<file path="src/rtl/radio_frame_rx_filter_power_control_core_macros.svh">
// ----------------------------------------------------------------------------
// Assertion macros
// Concurrent assertion shorthands used by rfrx_back.
// ----------------------------------------------------------------------------
`ifndef RADIO_FRAME_RX_FILTER_POWER_CONTROL_CORE_MACROS_SVH
`define RADIO_FRAME_RX_FILTER_POWER_CONTROL_CORE_MACROS_SVH

`ifndef ASSERT_OFF
// same-cycle implication
`define ASSERT_IMPL(label, clk, rst_n, ante, cons) \
    label: assert property (@(posedge clk) disable iff (!rst_n) (ante) |-> (cons)) \
        else $error("assertion failed");
// next-cycle implication
`define ASSERT_NEXT(label, clk, rst_n, ante, cons) \
    label: assert property (@(posedge clk) disable iff (!rst_n) (ante) |=> (cons)) \
        else $error("assertion failed");
`else
`define ASSERT_IMPL(label, clk, rst_n, ante, cons)
`define ASSERT_NEXT(label, clk, rst_n, ante, cons)
`endif

`endif

</file>
<file path="src/rtl/rfrx_pkg.sv">
// ----------------------------------------------------------------------------
// rfrx_pkg
// Types, codes and helpers for the receive frame filter and power control.
// ----------------------------------------------------------------------------
package rfrx_pkg;

    localparam logic [7:0] FRAME_LIMIT  = 8'd66;
    localparam logic [4:0] MAX_LEVEL    = 5'd31;
    localparam logic [4:0] RESET_LEVEL  = 5'd20;
    localparam logic [5:0] MAX_PAYLOAD  = 6'd63;
    localparam logic [7:0] HEADER_BYTES = 8'd3;

    localparam int QDEPTH  = 2;
    localparam int QPTR_W  = (QDEPTH > 1) ? $clog2(QDEPTH) : 1;
    localparam int QCNT_W  = $clog2(QDEPTH + 1);

    localparam int CFG_IDX_W  = 3;
    localparam int CFG_DATA_W = 10;

    localparam logic [CFG_IDX_W-1:0] CFG_NODE_ADDR   = 3'd0;
    localparam logic [CFG_IDX_W-1:0] CFG_BCAST_ADDR  = 3'd1;
    localparam logic [CFG_IDX_W-1:0] CFG_SPY_MODE    = 3'd2;
    localparam logic [CFG_IDX_W-1:0] CFG_TARGET_RSSI = 3'd3;
    localparam logic [CFG_IDX_W-1:0] CFG_LEVEL_STEP  = 3'd4;

    typedef enum logic [2:0] {
        KIND_HEADER  = 3'd0,
        KIND_REJECT  = 3'd1,
        KIND_ACKRSSI = 3'd2,
        KIND_DATA    = 3'd3,
        KIND_TIMEOUT = 3'd4
    } kind_t;

    // one queue entry: what the parser decided, plus the frame context
    typedef struct packed {
        kind_t       kind;
        logic [9:0]  sender;
        logic [9:0]  target;
        logic [5:0]  remaining;
        logic [2:0]  flags;     // ack received, ack requested, rssi requested
        logic [7:0]  data;      // payload byte, or raw rssi byte for KIND_ACKRSSI
        logic        last;
    } entry_t;

    typedef struct packed {
        kind_t       kind;
        logic [9:0]  sender;
        logic [9:0]  target;
        logic [5:0]  remaining;
        logic [2:0]  flags;
        logic [8:0]  rssi_dbm;
        logic [7:0]  data;
        logic [4:0]  level;
        logic        last;
    } result_t;

    function automatic logic [4:0] raise_level(input logic [4:0] level,
                                               input logic [4:0] step);
        logic [5:0] sum;
        sum = {1'b0, level} + {1'b0, step};
        if (level == MAX_LEVEL) begin
            return level;
        end
        return (sum > {1'b0, MAX_LEVEL}) ? MAX_LEVEL : sum[4:0];
    endfunction

endpackage

</file>
<file path="src/rtl/rfrx_front.sv">
// ----------------------------------------------------------------------------
// rfrx_front
// Header parser and address filter; turns control, rssi and payload bytes and ack timeouts into queue entries.
// ----------------------------------------------------------------------------
module rfrx_front
    import rfrx_pkg::*;
(
    input  logic        aclk,
    input  logic        aresetn,
    input  logic        take,
    input  logic        operation,
    input  logic        frame_start,
    input  logic [7:0]  rx_byte,
    input  logic [9:0]  node_address,
    input  logic [9:0]  broadcast_address,
    input  logic        spy_mode,
    output logic        push,
    output entry_t      entry
);

    typedef enum logic [5:0] {
        POS_IDLE    = 6'b000001,
        POS_TARGET  = 6'b000010,
        POS_SENDER  = 6'b000100,
        POS_CONTROL = 6'b001000,
        POS_RSSI    = 6'b010000,
        POS_DATA    = 6'b100000
    } pos_t;

    pos_t       pos_reg, pos_next;
    logic [7:0] len_reg, len_next;
    logic [9:0] target_reg, target_next;
    logic [9:0] sender_reg, sender_next;
    logic [5:0] rem_reg, rem_next;
    logic [2:0] flags_reg, flags_next;

    logic       match;
    logic [7:0] len_less;
    logic [5:0] count;
    logic [9:0] tgt_full;
    logic [9:0] snd_full;
    logic [5:0] rem_dec;

    assign tgt_full = {rx_byte[3:2], target_reg[7:0]};
    assign snd_full = {rx_byte[1:0], sender_reg[7:0]};
    assign match    = spy_mode || (tgt_full == node_address) ||
                      (tgt_full == broadcast_address);
    assign len_less = len_reg - HEADER_BYTES;
    assign count    = (len_less > {2'b00, MAX_PAYLOAD}) ? MAX_PAYLOAD : len_less[5:0];
    assign rem_dec  = (rem_reg != 6'd0) ? rem_reg - 6'd1 : rem_reg;

    always_comb begin
        pos_next    = pos_reg;
        len_next    = len_reg;
        target_next = target_reg;
        sender_next = sender_reg;
        rem_next    = rem_reg;
        flags_next  = flags_reg;
        push        = 1'b0;
        entry.kind  = KIND_TIMEOUT;
        entry.data  = 8'd0;
        entry.last  = 1'b0;

        if (take) begin
            if (operation) begin
                push = 1'b1;
            end else if (frame_start) begin
                len_next    = (rx_byte > FRAME_LIMIT) ? FRAME_LIMIT : rx_byte;
                target_next = 10'd0;
                sender_next = 10'd0;
                rem_next    = 6'd0;
                flags_next  = 3'd0;
                pos_next    = POS_TARGET;
            end else begin
                unique case (pos_reg)
                    POS_IDLE: begin
                    end
                    POS_TARGET: begin
                        target_next = {2'b00, rx_byte};
                        pos_next    = POS_SENDER;
                    end
                    POS_SENDER: begin
                        sender_next = {2'b00, rx_byte};
                        pos_next    = POS_CONTROL;
                    end
                    POS_CONTROL: begin
                        target_next = tgt_full;
                        sender_next = snd_full;
                        push        = 1'b1;
                        if (!match || len_reg < HEADER_BYTES) begin
                            rem_next   = 6'd0;
                            flags_next = 3'd0;
                            entry.kind = KIND_REJECT;
                            entry.last = 1'b1;
                            pos_next   = POS_IDLE;
                        end else begin
                            flags_next = rx_byte[7:5];
                            entry.kind = KIND_HEADER;
                            if (rx_byte[7] && count != 6'd0) begin
                                rem_next = count - 6'd1;
                                pos_next = POS_RSSI;
                            end else begin
                                rem_next   = count;
                                entry.last = (count == 6'd0);
                                pos_next   = (count == 6'd0) ? POS_IDLE : POS_DATA;
                            end
                        end
                    end
                    POS_RSSI: begin
                        push       = 1'b1;
                        entry.kind = KIND_ACKRSSI;
                        entry.data = rx_byte;
                        entry.last = (rem_reg == 6'd0);
                        pos_next   = (rem_reg == 6'd0) ? POS_IDLE : POS_DATA;
                    end
                    POS_DATA: begin
                        push       = 1'b1;
                        rem_next   = rem_dec;
                        entry.kind = KIND_DATA;
                        entry.data = rx_byte;
                        entry.last = (rem_dec == 6'd0);
                        if (rem_dec == 6'd0) begin
                            pos_next = POS_IDLE;
                        end
                    end
                    default: pos_next = POS_IDLE;
                endcase
            end
        end

        entry.sender    = sender_next;
        entry.target    = target_next;
        entry.remaining = rem_next;
        entry.flags     = flags_next;
    end

    always_ff @(posedge aclk) begin
        if (!aresetn) begin
            pos_reg    <= POS_IDLE;
            len_reg    <= 8'd0;
            target_reg <= 10'd0;
            sender_reg <= 10'd0;
            rem_reg    <= 6'd0;
            flags_reg  <= 3'd0;
        end else begin
            pos_reg    <= pos_next;
            len_reg    <= len_next;
            target_reg <= target_next;
            sender_reg <= sender_next;
            rem_reg    <= rem_next;
            flags_reg  <= flags_next;
        end
    end

endmodule

</file>
<file path="src/rtl/rfrx_queue.sv">
// ----------------------------------------------------------------------------
// rfrx_queue
// Short register queue between the parser and the power control stage.
// ----------------------------------------------------------------------------
module rfrx_queue
    import rfrx_pkg::*;
(
    input  logic   aclk,
    input  logic   aresetn,
    input  logic   push,
    input  entry_t push_entry,
    output logic   full,
    output logic   pop_valid,
    input  logic   pop_ready,
    output entry_t pop_entry
);

    entry_t              q_reg [QDEPTH];
    logic [QPTR_W-1:0]   wr_ptr_reg, wr_ptr_next;
    logic [QPTR_W-1:0]   rd_ptr_reg, rd_ptr_next;
    logic [QCNT_W-1:0]   cnt_reg, cnt_next;
    logic                do_push, do_pop;

    assign full      = (cnt_reg == QCNT_W'(QDEPTH));
    assign pop_valid = (cnt_reg != '0);
    assign pop_entry = q_reg[rd_ptr_reg];
    assign do_push   = push && !full;
    assign do_pop    = pop_valid && pop_ready;

    always_comb begin
        wr_ptr_next = wr_ptr_reg;
        rd_ptr_next = rd_ptr_reg;
        cnt_next    = cnt_reg;
        if (do_push) begin
            wr_ptr_next = (wr_ptr_reg == QPTR_W'(QDEPTH - 1)) ? '0 : wr_ptr_reg + 1'b1;
        end
        if (do_pop) begin
            rd_ptr_next = (rd_ptr_reg == QPTR_W'(QDEPTH - 1)) ? '0 : rd_ptr_reg + 1'b1;
        end
        if (do_push && !do_pop) begin
            cnt_next = cnt_reg + 1'b1;
        end else if (do_pop && !do_push) begin
            cnt_next = cnt_reg - 1'b1;
        end
    end

    always_ff @(posedge aclk) begin
        if (!aresetn) begin
            wr_ptr_reg <= '0;
            rd_ptr_reg <= '0;
            cnt_reg    <= '0;
        end else begin
            wr_ptr_reg <= wr_ptr_next;
            rd_ptr_reg <= rd_ptr_next;
            cnt_reg    <= cnt_next;
        end
    end

    always_ff @(posedge aclk) begin
        if (do_push) begin
            q_reg[wr_ptr_reg] <= push_entry;
        end
    end

endmodule

</file>
<file path="src/rtl/rfrx_back.sv">
// ----------------------------------------------------------------------------
// rfrx_back
// Transmit level tracking, ack RSSI capture and the output register.
// ----------------------------------------------------------------------------
`include "radio_frame_rx_filter_power_control_core_macros.svh"

module rfrx_back
    import rfrx_pkg::*;
(
    input  logic        aclk,
    input  logic        aresetn,
    input  logic        in_valid,
    output logic        in_ready,
    input  entry_t      in_entry,
    input  logic [8:0]  target_rssi,
    input  logic [4:0]  level_step,
    output logic        out_valid,
    input  logic        out_ready,
    output result_t     out_res
);

    logic        out_valid_reg, out_valid_next;
    result_t     res_reg, res_next;
    logic [4:0]  level_reg, level_next;
    logic [8:0]  rssi_reg, rssi_next;
    logic        take;
    logic [8:0]  rssi_new;
    logic        regulate;
    logic        shows_reject;
    logic        shows_timeout;
    logic        reject_clean;
    logic        can_raise;

    assign in_ready  = !out_valid_reg || out_ready;
    assign take      = in_valid && in_ready;
    assign out_valid = out_valid_reg;
    assign out_res   = res_reg;

    assign rssi_new  = 9'd0 - {1'b0, in_entry.data};
    assign regulate  = (target_rssi != 9'd0);

    always_comb begin
        level_next = level_reg;
        rssi_next  = rssi_reg;
        if (take) begin
            case (in_entry.kind)
                KIND_TIMEOUT: level_next = raise_level(level_reg, level_step);
                KIND_ACKRSSI: begin
                    rssi_next = rssi_new;
                    if (regulate) begin
                        if ($signed(rssi_new) < $signed(target_rssi)) begin
                            level_next = raise_level(level_reg, level_step);
                        end else if ($signed(rssi_new) > $signed(target_rssi) &&
                                     level_reg != 5'd0) begin
                            level_next = level_reg - 5'd1;
                        end
                    end
                end
                default: begin
                end
            endcase
        end
    end

    always_comb begin
        res_next           = res_reg;
        out_valid_next     = out_valid_reg;
        if (take) begin
            out_valid_next     = 1'b1;
            res_next.kind      = in_entry.kind;
            res_next.sender    = in_entry.sender;
            res_next.target    = in_entry.target;
            res_next.remaining = in_entry.remaining;
            res_next.flags     = in_entry.flags;
            res_next.rssi_dbm  = rssi_next;
            res_next.data      = (in_entry.kind == KIND_DATA) ? in_entry.data : 8'd0;
            res_next.level     = level_next;
            res_next.last      = in_entry.last;
        end else if (out_ready) begin
            out_valid_next = 1'b0;
        end
    end

    always_ff @(posedge aclk) begin
        if (!aresetn) begin
            out_valid_reg <= 1'b0;
            level_reg     <= RESET_LEVEL;
            rssi_reg      <= 9'd0;
        end else begin
            out_valid_reg <= out_valid_next;
            level_reg     <= level_next;
            rssi_reg      <= rssi_next;
        end
    end

    always_ff @(posedge aclk) begin
        res_reg <= res_next;
    end

    assign shows_reject  = out_valid_reg && (res_reg.kind == KIND_REJECT);
    assign shows_timeout = out_valid_reg && (res_reg.kind == KIND_TIMEOUT);
    assign reject_clean  = res_reg.last && (res_reg.flags == 3'd0) &&
                           (res_reg.remaining == 6'd0);
    assign can_raise     = take && (in_entry.kind == KIND_TIMEOUT) &&
                           (level_reg != MAX_LEVEL) && (level_step != 5'd0);

    `ASSERT_IMPL(a_reject_closes, aclk, aresetn, shows_reject, reject_clean)
    `ASSERT_IMPL(a_timeout_open, aclk, aresetn, shows_timeout, !res_reg.last)
    `ASSERT_NEXT(a_timeout_raises, aclk, aresetn, can_raise, level_reg > $past(level_reg))
    `ASSERT_IMPL(a_level_shown, aclk, aresetn, shows_timeout, res_reg.level == level_reg)

endmodule

</file>
<file path="src/rtl/radio_frame_rx_filter_power_control_core.sv">
// ----------------------------------------------------------------------------
// radio_frame_rx_filter_power_control_core
// Receive frame filter with automatic transmit power control.
// ----------------------------------------------------------------------------
// Takes one received byte or ack-timeout event per cycle, sustained, and
// gives at most one result per item: the parser registers
// its decision into a two-entry queue, and the power control stage registers
// the result. Back-pressure on the result side fills the queue before
// s_tready drops. No clearing pass after reset; configuration writes take
// effect the cycle after they are accepted and are always ready.
module radio_frame_rx_filter_power_control_core
    import rfrx_pkg::*;
(
    input  logic                  aclk,
    input  logic                  aresetn,

    input  logic                  s_tvalid,
    output logic                  s_tready,
    input  logic [7:0]            s_tdata,   // [7:0] rx_byte
    input  logic [1:0]            s_tuser,   // [0] operation, [1] frame_start

    output logic                  m_tvalid,
    input  logic                  m_tready,
    // [9:0] sender_id, [19:10] target_id, [25:20] data_length,
    // [26] ack flag, [27] ack request, [28] rssi request,
    // [37:29] ack rssi, [45:38] data_byte, [50:46] transmit_level, [55:51] zero
    output logic [55:0]           m_tdata,
    output logic [2:0]            m_tuser,   // [2:0] kind
    output logic                  m_tlast,

    input  logic                  cfg_valid,
    output logic                  cfg_ready,
    input  logic [CFG_IDX_W-1:0]  cfg_index,
    input  logic [CFG_DATA_W-1:0] cfg_data
);

    logic [9:0] node_addr_reg;
    logic [9:0] bcast_addr_reg;
    logic       spy_reg;
    logic [8:0] trssi_reg;
    logic [4:0] step_reg;

    logic       q_full;
    logic       push;
    entry_t     push_entry;
    logic       q_valid;
    logic       q_ready;
    entry_t     q_entry;
    result_t    res;

    assign cfg_ready = 1'b1;

    always_ff @(posedge aclk) begin
        if (!aresetn) begin
            node_addr_reg  <= 10'd0;
            bcast_addr_reg <= 10'd255;
            spy_reg        <= 1'b0;
            trssi_reg      <= 9'd0;
            step_reg       <= 5'd1;
        end else if (cfg_valid) begin
            unique case (cfg_index)
                CFG_NODE_ADDR:   node_addr_reg  <= cfg_data;
                CFG_BCAST_ADDR:  bcast_addr_reg <= cfg_data;
                CFG_SPY_MODE:    spy_reg        <= cfg_data[0];
                CFG_TARGET_RSSI: trssi_reg      <= cfg_data[8:0];
                CFG_LEVEL_STEP:  step_reg       <= cfg_data[4:0];
                default: begin
                end
            endcase
        end
    end

    assign s_tready = !q_full;

    rfrx_front u_front (
        .aclk              (aclk),
        .aresetn           (aresetn),
        .take              (s_tvalid && s_tready),
        .operation         (s_tuser[0]),
        .frame_start       (s_tuser[1]),
        .rx_byte           (s_tdata),
        .node_address      (node_addr_reg),
        .broadcast_address (bcast_addr_reg),
        .spy_mode          (spy_reg),
        .push              (push),
        .entry             (push_entry)
    );

    rfrx_queue u_queue (
        .aclk       (aclk),
        .aresetn    (aresetn),
        .push       (push),
        .push_entry (push_entry),
        .full       (q_full),
        .pop_valid  (q_valid),
        .pop_ready  (q_ready),
        .pop_entry  (q_entry)
    );

    rfrx_back u_back (
        .aclk        (aclk),
        .aresetn     (aresetn),
        .in_valid    (q_valid),
        .in_ready    (q_ready),
        .in_entry    (q_entry),
        .target_rssi (trssi_reg),
        .level_step  (step_reg),
        .out_valid   (m_tvalid),
        .out_ready   (m_tready),
        .out_res     (res)
    );

    assign m_tdata = {5'd0, res.level, res.data, res.rssi_dbm, res.flags[0],
                      res.flags[1], res.flags[2], res.remaining, res.target, res.sender};
    assign m_tuser = res.kind;
    assign m_tlast = res.last;

endmodule

</file>
<file path="config.mk">
export PLATFORM = sky130hd
export DESIGN_NAME = radio_frame_rx_filter_power_control_core
export DESIGN_NICKNAME = d
export VERILOG_FILES = /design/src/rtl/rfrx_pkg.sv /design/src/rtl/rfrx_front.sv /design/src/rtl/rfrx_queue.sv /design/src/rtl/rfrx_back.sv /design/src/rtl/radio_frame_rx_filter_power_control_core.sv
export VERILOG_INCLUDE_DIRS = /design/src /design/src/rtl
export SDC_FILE = /design/constraint.sdc
export NUM_CORES = 1
export LEC_CHECK = 0
export BUFFER_PORTS_ARGS = -buffer_cell sky130_fd_sc_hd__buf_2
export CAP_MARGIN = 40
export CORE_UTILIZATION = 31
export DETAILED_ROUTE_END_ITERATION = 6
export PLACE_DENSITY = 0.48
export SLEW_MARGIN = 10
export SYNTH_ARGS = -nofsm -noshare
export SYNTH_HDL_FRONTEND = slang
export SYNTH_SLANG_ARGS = --single-unit
</file>
<file path="constraint.sdc">
create_clock -name aclk -period 4.93 [get_ports aclk]
set_input_delay 0.7395 -clock aclk [delete_from_list [all_inputs] [get_ports aclk]]
set_output_delay 0.7395 -clock aclk [all_outputs]
set_load 0.01 [all_outputs]
</file>
After elaboration in Yosys (flattened, before gate mapping):

Memory sizes are Yosys's and may differ from the RTL's. A register that Yosys moved wholly into a read port is not among the register bits.
Index checks and enable logic that the tools add are counted.

* $add $sub $neg: 10
* reductions and logical operators: 36
* order comparisons: 6
* eq/ne operators: 19
* bitwise logic cells: 1
* muxes and demuxes: 73

Operator list (number)
* two-way mux 6 bit: 13
* two-way mux 10 bit: 6
* two-way mux 9 bit: 5
* two-way mux 5 bit: 8
* case mux 10 bit (2 select lines): 2
* case mux 6 bit (6 select lines): 1
* two-way mux 3 bit: 8
* two-way mux 1 bit: 22
* equality test 10 bit: 2
* logical NOT 6 bit: 3
* two-way mux 8 bit: 2
* equality test 3 x 2 -> 1 bit, second input constant: 4
* case mux 6 bit (2 select lines): 1
* nonzero test 6 bit: 2
* subtractor 6 x 1 -> 6 bit, second input constant: 2
* case mux 5 bit (2 select lines): 1
* AND reduction 2 bit: 5
* greater-than comparator 9 bit: 1
* less-than comparator 9 bit: 1
* case mux 3 bit (3 select lines): 1
* nonzero test 9 bit: 1
* subtractor 1 x 8 -> 9 bit, first input constant: 1
* greater-than comparator 8 x 6 -> 1 bit, second input constant: 1
* greater-than comparator 8 x 7 -> 1 bit, second input constant: 1
* other kinds (33): 51

* input bits: 28
* bits in writable memories: 82
* word-level logic and storage cells: 172
* register bits: 152
* memories kept: 1
* output and inout bits: 63

Memories
* u_queue.q_reg: depth 2, width 41, read ports 1, clocked after memory_dff 1, wr ports 1, line rfrx_queue.sv:18 `entry_t q_reg [QDEPTH];`

Logic depth before layout (Yosys ltp):

Gate-level depths: netlist (run 1).

* depth after elaboration: 11
* depth in mapped cells: 16

By module:

From an unflattened synthesis (run 1), not the netlist that was laid out.

* cell total of the unflattened synthesis: 955
* area, all modules: 11063.1 sq um

Modules (own cells, without submodules)
* rfrx_back: area an instance 3229.3 sq um, cells an instance 247, instances 1
* rfrx_front: area an instance 3191.8 sq um, cells an instance 407, instances 1
* rfrx_queue: area an instance 3185.6 sq um, cells an instance 153, instances 1
* radio_frame_rx_filter_power_control_core: area an instance 1456.4 sq um, cells an instance 148, instances 1

Least setup slack after synthesis (run 1):

No wires, ideal clock.

* path type: in2reg
* start: input m_tready
* end: register u_back.res_reg (netlist bit u_back.out_res[1]) (data pin)
* slack: 0.339 ns
* arrival: 4.328 ns
* cell stages on the path: 7
* setup time: 0.263 ns
* cell sequence: nor2b_1 > nor2_1 > inv_1 > a2111oi_0 > o211ai_1 > o22ai_1 > nand2_1

* word-level cells in the longest chain between the ends: 3

Ends and longest elaborated chain
* from (decl): line radio_frame_rx_filter_power_control_core.sv:23 `input logic m_tready,`
* logical OR 1 bit: line rfrx_back.sv:34 `assign in_ready = !out_valid_reg || out_ready;`
* logical AND 1 bit: line rfrx_back.sv:35 `assign take = in_valid && in_ready;`
* two-way mux 5 bit: line rfrx_back.sv:45 `if (take) begin`
* via u_back.level_next[0]: line rfrx_back.sv:24 `logic [4:0] level_reg, level_next;`
* to (signal assigned): line rfrx_back.sv:97 `res_reg <= res_next;`
* to (decl): line rfrx_back.sv:23 `result_t res_reg, res_next;`

The timed path passes the listed nets, and every way through them passes these cells.
A chain may end at the register's enable or synchronous reset.

==> impl_metrics.json, run 1 <==
{
  "via_per_inst": 4.94,
  "period_minus_slack_ps": 4000,
  "seq_power_share": 0.456,
  "gp_congestion": 0.871,
  "cts_tree": "built",
  "ios": 91,
  "rsz0062_at_grt": "false",
  "reg2regPathDepth": 12,
  "synth_area_per_cell_um2": 10.9,
  "nets": 1109,
  "status": "completed",
  "finalWirelength_mm": 26.7,
  "port_buffers": 84,
  "tightest_slew_ps": 859,
  "path_clk_slew_ps": 60,
  "hp-start": "trssi_reg[7]",
  "final_common_cell": "edfxtp_1",
  "fp.dieW_um": 188,
  "clock-sinks": 235,
  "slew_violations": 0,
  "post_dp_cell_area_um2": 11600,
  "leakagePower_nw": 4.53,
  "place_inst": 1476,
  "worstPathRequired_ps": 5200,
  "grt_antenna_before_repair": 1,
  "whs_path_depth": 2,
  "hold_buffers": 0,
  "min_path_type": "register to register",
  "die_area_um2": 35200,
  "clk_latency_ps": 530,
  "p_sw_mw": 1.57,
  "fin_skew_ps": 11.8,
  "ys.flop_type": "edfxtp_1",
  "final_cell_mix": "137 x edfxtp_1, 114 x nand2_1, 97 x dfxtp_1",
  "finalCritPeriodShare": 0.812,
  "critPathKind": "register to register",
  "wl_per_cell_um": 17.5,
  "fin_util": 0.369,
  "rr_endpoint": "u_back.out_res[2]",
  "synth_cells": 978,
  "clk_path_buf_depth": 3,
  "fin_cells": 1526,
  "synth-seq-area-share": 0.569,
  "grt_max_degree": 57,
  "switching_share": 0.285,
  "place_hpwl_mm": 18.4,
  "synth_async_sr_flop_share": 0,
  "peakVddDrop_mv": 0.219,
  "cap_violations": 0,
  "reg2reg_slack_ps": 930,
  "arrival_ps": 4270,
  "relSlewSlack": 0.426,
  "drive_gt1_frac": 0.180,
  "yosys_warnings": 0,
  "gr-total-overflow": 0,
  "synthesis.area_um2": 10700,
  "worstPathMaxFanout": 20,
  "grt_pass1_wl_mm": 42.5,
  "setup_viol": 0,
  "p_int_mw": 3.92,
  "num_vias": 7532,
  "core_area_um2": 33700,
  "ys_types": 70,
  "track_usage": 0.152,
  "fmax_mhz": 250,
  "area_growth_pct": 16.5,
  "largest_reg_flops": 82,
  "hold_viol_final": 0,
  "dr.first_iter.drc_count": 521,
  "start_kind": "register",
  "holdPathEnd": "trssi_reg[7]",
  "ctsRootBufferMaster": "clkbuf_16",
  "critPathCaptureType": "register",
  "first_global_vias": 7445,
  "fin_tns_setup_ps": 0,
  "synth-edff-count": 137,
  "cts_max_level": 1,
  "fin_area_um2": 12400,
  "cts_inserted_buffers": 27,
  "cts-resized-gates": 0,
  "die_h_um": 188,
  "cts_setup_buffers": 0,
  "combPwrFrac": 0.192,
  "power_density_nw_per_um2": 441,
  "drtPass1Iterations": 5,
  "initial_utilization": 0.317,
  "route.detailed.drc": 0,
  "ys_ff_latch": 235,
  "core.rowCount": 67,
  "ant_nets": 0,
  "pwr-share-clk": 0.353
}
[cell usage after synthesis, types with 5 or more instances]
| cell type | instances | share of area |
|---|---|---|
| a211oi_1 | 6 | 0.0042 |
| a21oi_1 | 63 | 0.030 |
| a22o_1 | 11 | 0.0090 |
| a22oi_1 | 17 | 0.012 |
| a31oi_1 | 6 | 0.0035 |
| and2_1 | 47 | 0.028 |
| and3_1 | 7 | 0.0041 |
| buf_4 | 6 | 0.0042 |
| clkbuf_1 | 37 | 0.013 |
| dfxtp_1 | 98 | 0.18 |
| edfxtp_1 | 137 | 0.39 |
| ha_1 | 23 | 0.027 |
| inv_1 | 20 | 0.0070 |
| mux2_2 | 40 | 0.042 |
| mux2i_1 | 17 | 0.016 |
| nand2_1 | 114 | 0.040 |
| nand2b_1 | 6 | 0.0035 |
| nand3_1 | 20 | 0.0094 |
| nand4_1 | 12 | 0.0070 |
| nor2_1 | 82 | 0.029 |
| nor2b_1 | 10 | 0.0059 |
| nor3_1 | 17 | 0.0080 |
| nor3b_1 | 5 | 0.0035 |
| nor4_1 | 6 | 0.0035 |
| o21ai_0 | 32 | 0.015 |
| o31ai_1 | 5 | 0.0035 |
| or3_1 | 11 | 0.0064 |
| or4_1 | 6 | 0.0042 |
| xnor2_1 | 33 | 0.027 |
| xor2_1 | 11 | 0.0090 |
[power by group through the flow]
stage / Combinational [mW] / Clock (mW) / Sequential, mW
4_1_cts: 1.08 / 1.99 / 2.51
3_3_place_gp: 1.06 / 0 / 2.54
2_1_floorplan: 0.608 / 0 / 2.62
3_5_place_dp: 1.08 / 0 / 2.55
5_1_grt: 1.17 / 2.07 / 2.53
6_report: 1.05 / 1.94 / 2.50
[worst max-delay path: stages, from the launching register on]
cell and delay, ps:
dfxtp_2 580, mux2i_1 430, ha_1 250, nand2_1 100
or3_1 450, ha_1 380, nand4_1 190, a211oi_1 260
nor2_1 110, mux2i_1 390, o22ai_1 210, o31ai_1 290
nand3_1 110
[per-stage QoR]
| step | hold WS, ps | worst slack, ps | power (mW) |
|---|---|---|---|
| after floorplan | 436 | 339 | 3.23 |
| after global placement | 449 | 1060 | 3.61 |
| after detailed placement | 461 | 947 | 3.62 |
| after CTS | 445 | 939 | 5.58 |
| after global routing | 471 | 525 | 5.76 |
| final | 466 | 927 | 5.49 |
[routing by layer]
layer  GRT usage  up-vias  part of all wire
li1            -     3702                 -
met1       0.217     3662              0.49
met2       0.238      144              0.45
met3      0.0290       24             0.046
met4      0.0331        0             0.015
met5           0        -                 0
[how the worst max path moves through the flow]
stage                     cells after the start  slack [ps]                 to     start
after floorplan                               7         340  u_back.out_res[1]  m_tready
after CTS                                    12         940  u_back.out_res[2]  register
after global routing                         12         530  u_back.out_res[2]  register
after global placement                       12        1060  u_back.out_res[2]  register
final                                        12         930  u_back.out_res[2]  register
after detailed placement                     12         950  u_back.out_res[2]  register
[cell type report]
cell class                 count  area [um^2]
antenna                        1         2.50
tap                          448          561
timing repair buffer          94          517
clock buffer                  31          701
fill                        3434        21300
sequential                   235         6080
inverter                      21         78.8
multi-input combinational    678         4350
clock inverter                18          160
[logic make-up after synthesis]
logic type | after synthesis | share of synthesized area
xor gates and xnor gates | 44 | 0.0361
AOI/OAI and AO/OA | 178 | 0.108
DFF | 235 | 0.569
adders and majority gates | 24 | 0.0288
muxes | 57 | 0.0581
buffers and inverters | 69 | 0.0267
other | 2 | 0.000703
and+or+nand+nor | 369 | 0.173
(Power assumes the default switching activity.)
==> inputs of run 2 (changes only) <==
- clock period: 4.93 -> 4 ns (I/O delays scaled with it)
==> run 2 against run 1 <==
Against the previous run: critical endpoint is now u_back.out_res[3]; sequential share of layout area is 0.39 points lower; sequential cell count stayed put; largest cell class unchanged; register-to-register slack got worse by 620 ps; largest power group unchanged; global-route usage decreased by 0.65 points; clock skew hardly changed; die area unchanged.
==> impl_metrics.json, run 2 (synthesis results as in run 1) <==
{
  "ant_nets": 0,
  "cp_slowest_cell": "buf_4",
  "dr.first_iter.drc_count": 545,
  "port_buffers": 84,
  "grt_max_degree": 57,
  "critPathKind": "register to register",
  "num-fill-cells": 3376,
  "seq_area_um2": 6080,
  "worstPathRequired_ps": 4260,
  "path_clk_slew_ps": 60,
  "drive_gt1_frac": 0.189,
  "cap_violations": 0,
  "route.detailed.drc": 0,
  "hold_viol_final": 0,
  "cp_top_family": "simple AND/OR/NAND/NOR gates",
  "place_hpwl_mm": 18.5,
  "p_sw_mw": 1.89,
  "cts_tree": "built",
  "fin_util": 0.372,
  "total_power_mw": 6.89,
  "drtPass1Iterations": 5,
  "slew_violations": 0,
  "grt_antenna_before_repair": 0,
  "worstPathCellList": "buf_4 -> a21oi_1 -> or3_1 -> ha_1 -> a41oi_1 -> o21ai_0 -> nor2_1 -> mux2_2 -> a41oi_1 -> nor2b_1 -> or3_1",
  "cts-resized-gates": 0,
  "pwr-share-clk": 0.362,
  "fin_tns_setup_ps": 0,
  "grt_pass1_wl_mm": 40.6,
  "peakVddDrop_mv": 0.253,
  "num_vias": 7565,
  "rsz0062_at_grt": "false",
  "clk_latency_ps": 530,
  "fin_skew_ps": 11.9,
  "gp_congestion": 0.877,
  "wl_per_cell_um": 17.1,
  "core_area_um2": 33700,
  "worstPathMaxFanout": 35,
  "ios": 91,
  "setup_viol": 0,
  "min_path_type": "primary input to register",
  "critPathCaptureType": "register",
  "via_per_inst": 4.94,
  "clock-sinks": 235,
  "power_density_nw_per_um2": 549,
  "combPwrFrac": 0.191,
  "area_growth_pct": 17.5,
  "seq_power_share": 0.447,
  "finalWirelength_mm": 26.2,
  "antenna_cells": 0,
  "fmax_mhz": 271,
  "tightest_slew_ps": 847,
  "die_area_um2": 35200,
  "nets": 1115,
  "status": "completed",
  "multi_input_area_um2": 4360,
  "arrival_ps": 3950,
  "gr-total-overflow": 0,
  "die_h_um": 188,
  "fp.dieW_um": 188,
  "max_stage_delay_ps": 480,
  "p_int_mw": 5.00,
  "final_common_cell": "edfxtp_1",
  "start_kind": "register",
  "final_cell_mix": "137 x edfxtp_1, 114 x nand2_1, 97 x dfxtp_1",
  "hold_buffers": 0,
  "switching_share": 0.274,
  "core.rowCount": 67,
  "relSlewSlack": 0.428,
  "ctsRootBufferMaster": "clkbuf_16",
  "track_usage": 0.146,
  "period_minus_slack_ps": 3690,
  "leakagePower_nw": 4.59,
  "path_buf_inv": 1,
  "hp-start": "cfg_data[9]",
  "finalCritPeriodShare": 0.922,
  "initial_utilization": 0.317,
  "first_global_vias": 7061,
  "cts_setup_buffers": 0,
  "cts_max_level": 1,
  "largest_reg_flops": 82,
  "clk_path_buf_depth": 3,
  "cts_inserted_buffers": 26
}
[run 2: routing by layer]
metal,track usage,part of all wire,vias up
met5,0,0,-
met4,0.0360,0.015,0
met3,0.0230,0.046,32
met2,0.223,0.44,185
met1,0.213,0.50,3645
li1,-,-,3703
[run 2: worst reg2reg max path, delay by kind of cell (launching register included)]
family	cells	cell delay [ps]
buffers and inverters	1	480
muxes	1	420
AOI/OAI and AO/OA	4	700
adders and majority gates	1	360
DFF	1	470
and+or+nand+nor	4	1020
[run 2: layout make-up]
type / instances / area share
well taps: 448 / 0.0447
clock inverters: 10 / 0.00907
inverters: 21 / 0.00628
multi-input cells: 678 / 0.348
flip-flops and latches: 235 / 0.484
clock buffers: 37 / 0.0644
repair buffers: 101 / 0.0437
[run 2: power groups by stage]
stage | sequential, mW | clock (mW) | combinational [mW]
global route | 3.11 | 2.66 | 1.46
floorplan | 3.22 | 0 | 0.755
finish | 3.08 | 2.49 | 1.32
global placement | 3.13 | 0 | 1.35
CTS | 3.08 | 2.57 | 1.36
detailed placement | 3.13 | 0 | 1.35
[run 2: worst paths after layout]
path                            end  slack, ps  cells past startpoint
hold / removal    bcast_addr_reg[9]        330                      3
hold reg to reg        trssi_reg[7]        470                      2
setup reg to reg  u_back.out_res[3]        310                     11
setup / recovery  u_back.out_res[3]        310                     11
[run 2: through the flow]
step	hold WS, ps	instances	worst slack [ps]	instance area [um^2]
final	326	1530	311	12500
after detailed placement	464	1483	293	11600
after global routing	320	1530	38.5	12500
after global placement	448	1483	326	11600
after CTS	301	1530	269	12500
after floorplan	436	982	19.6	10700
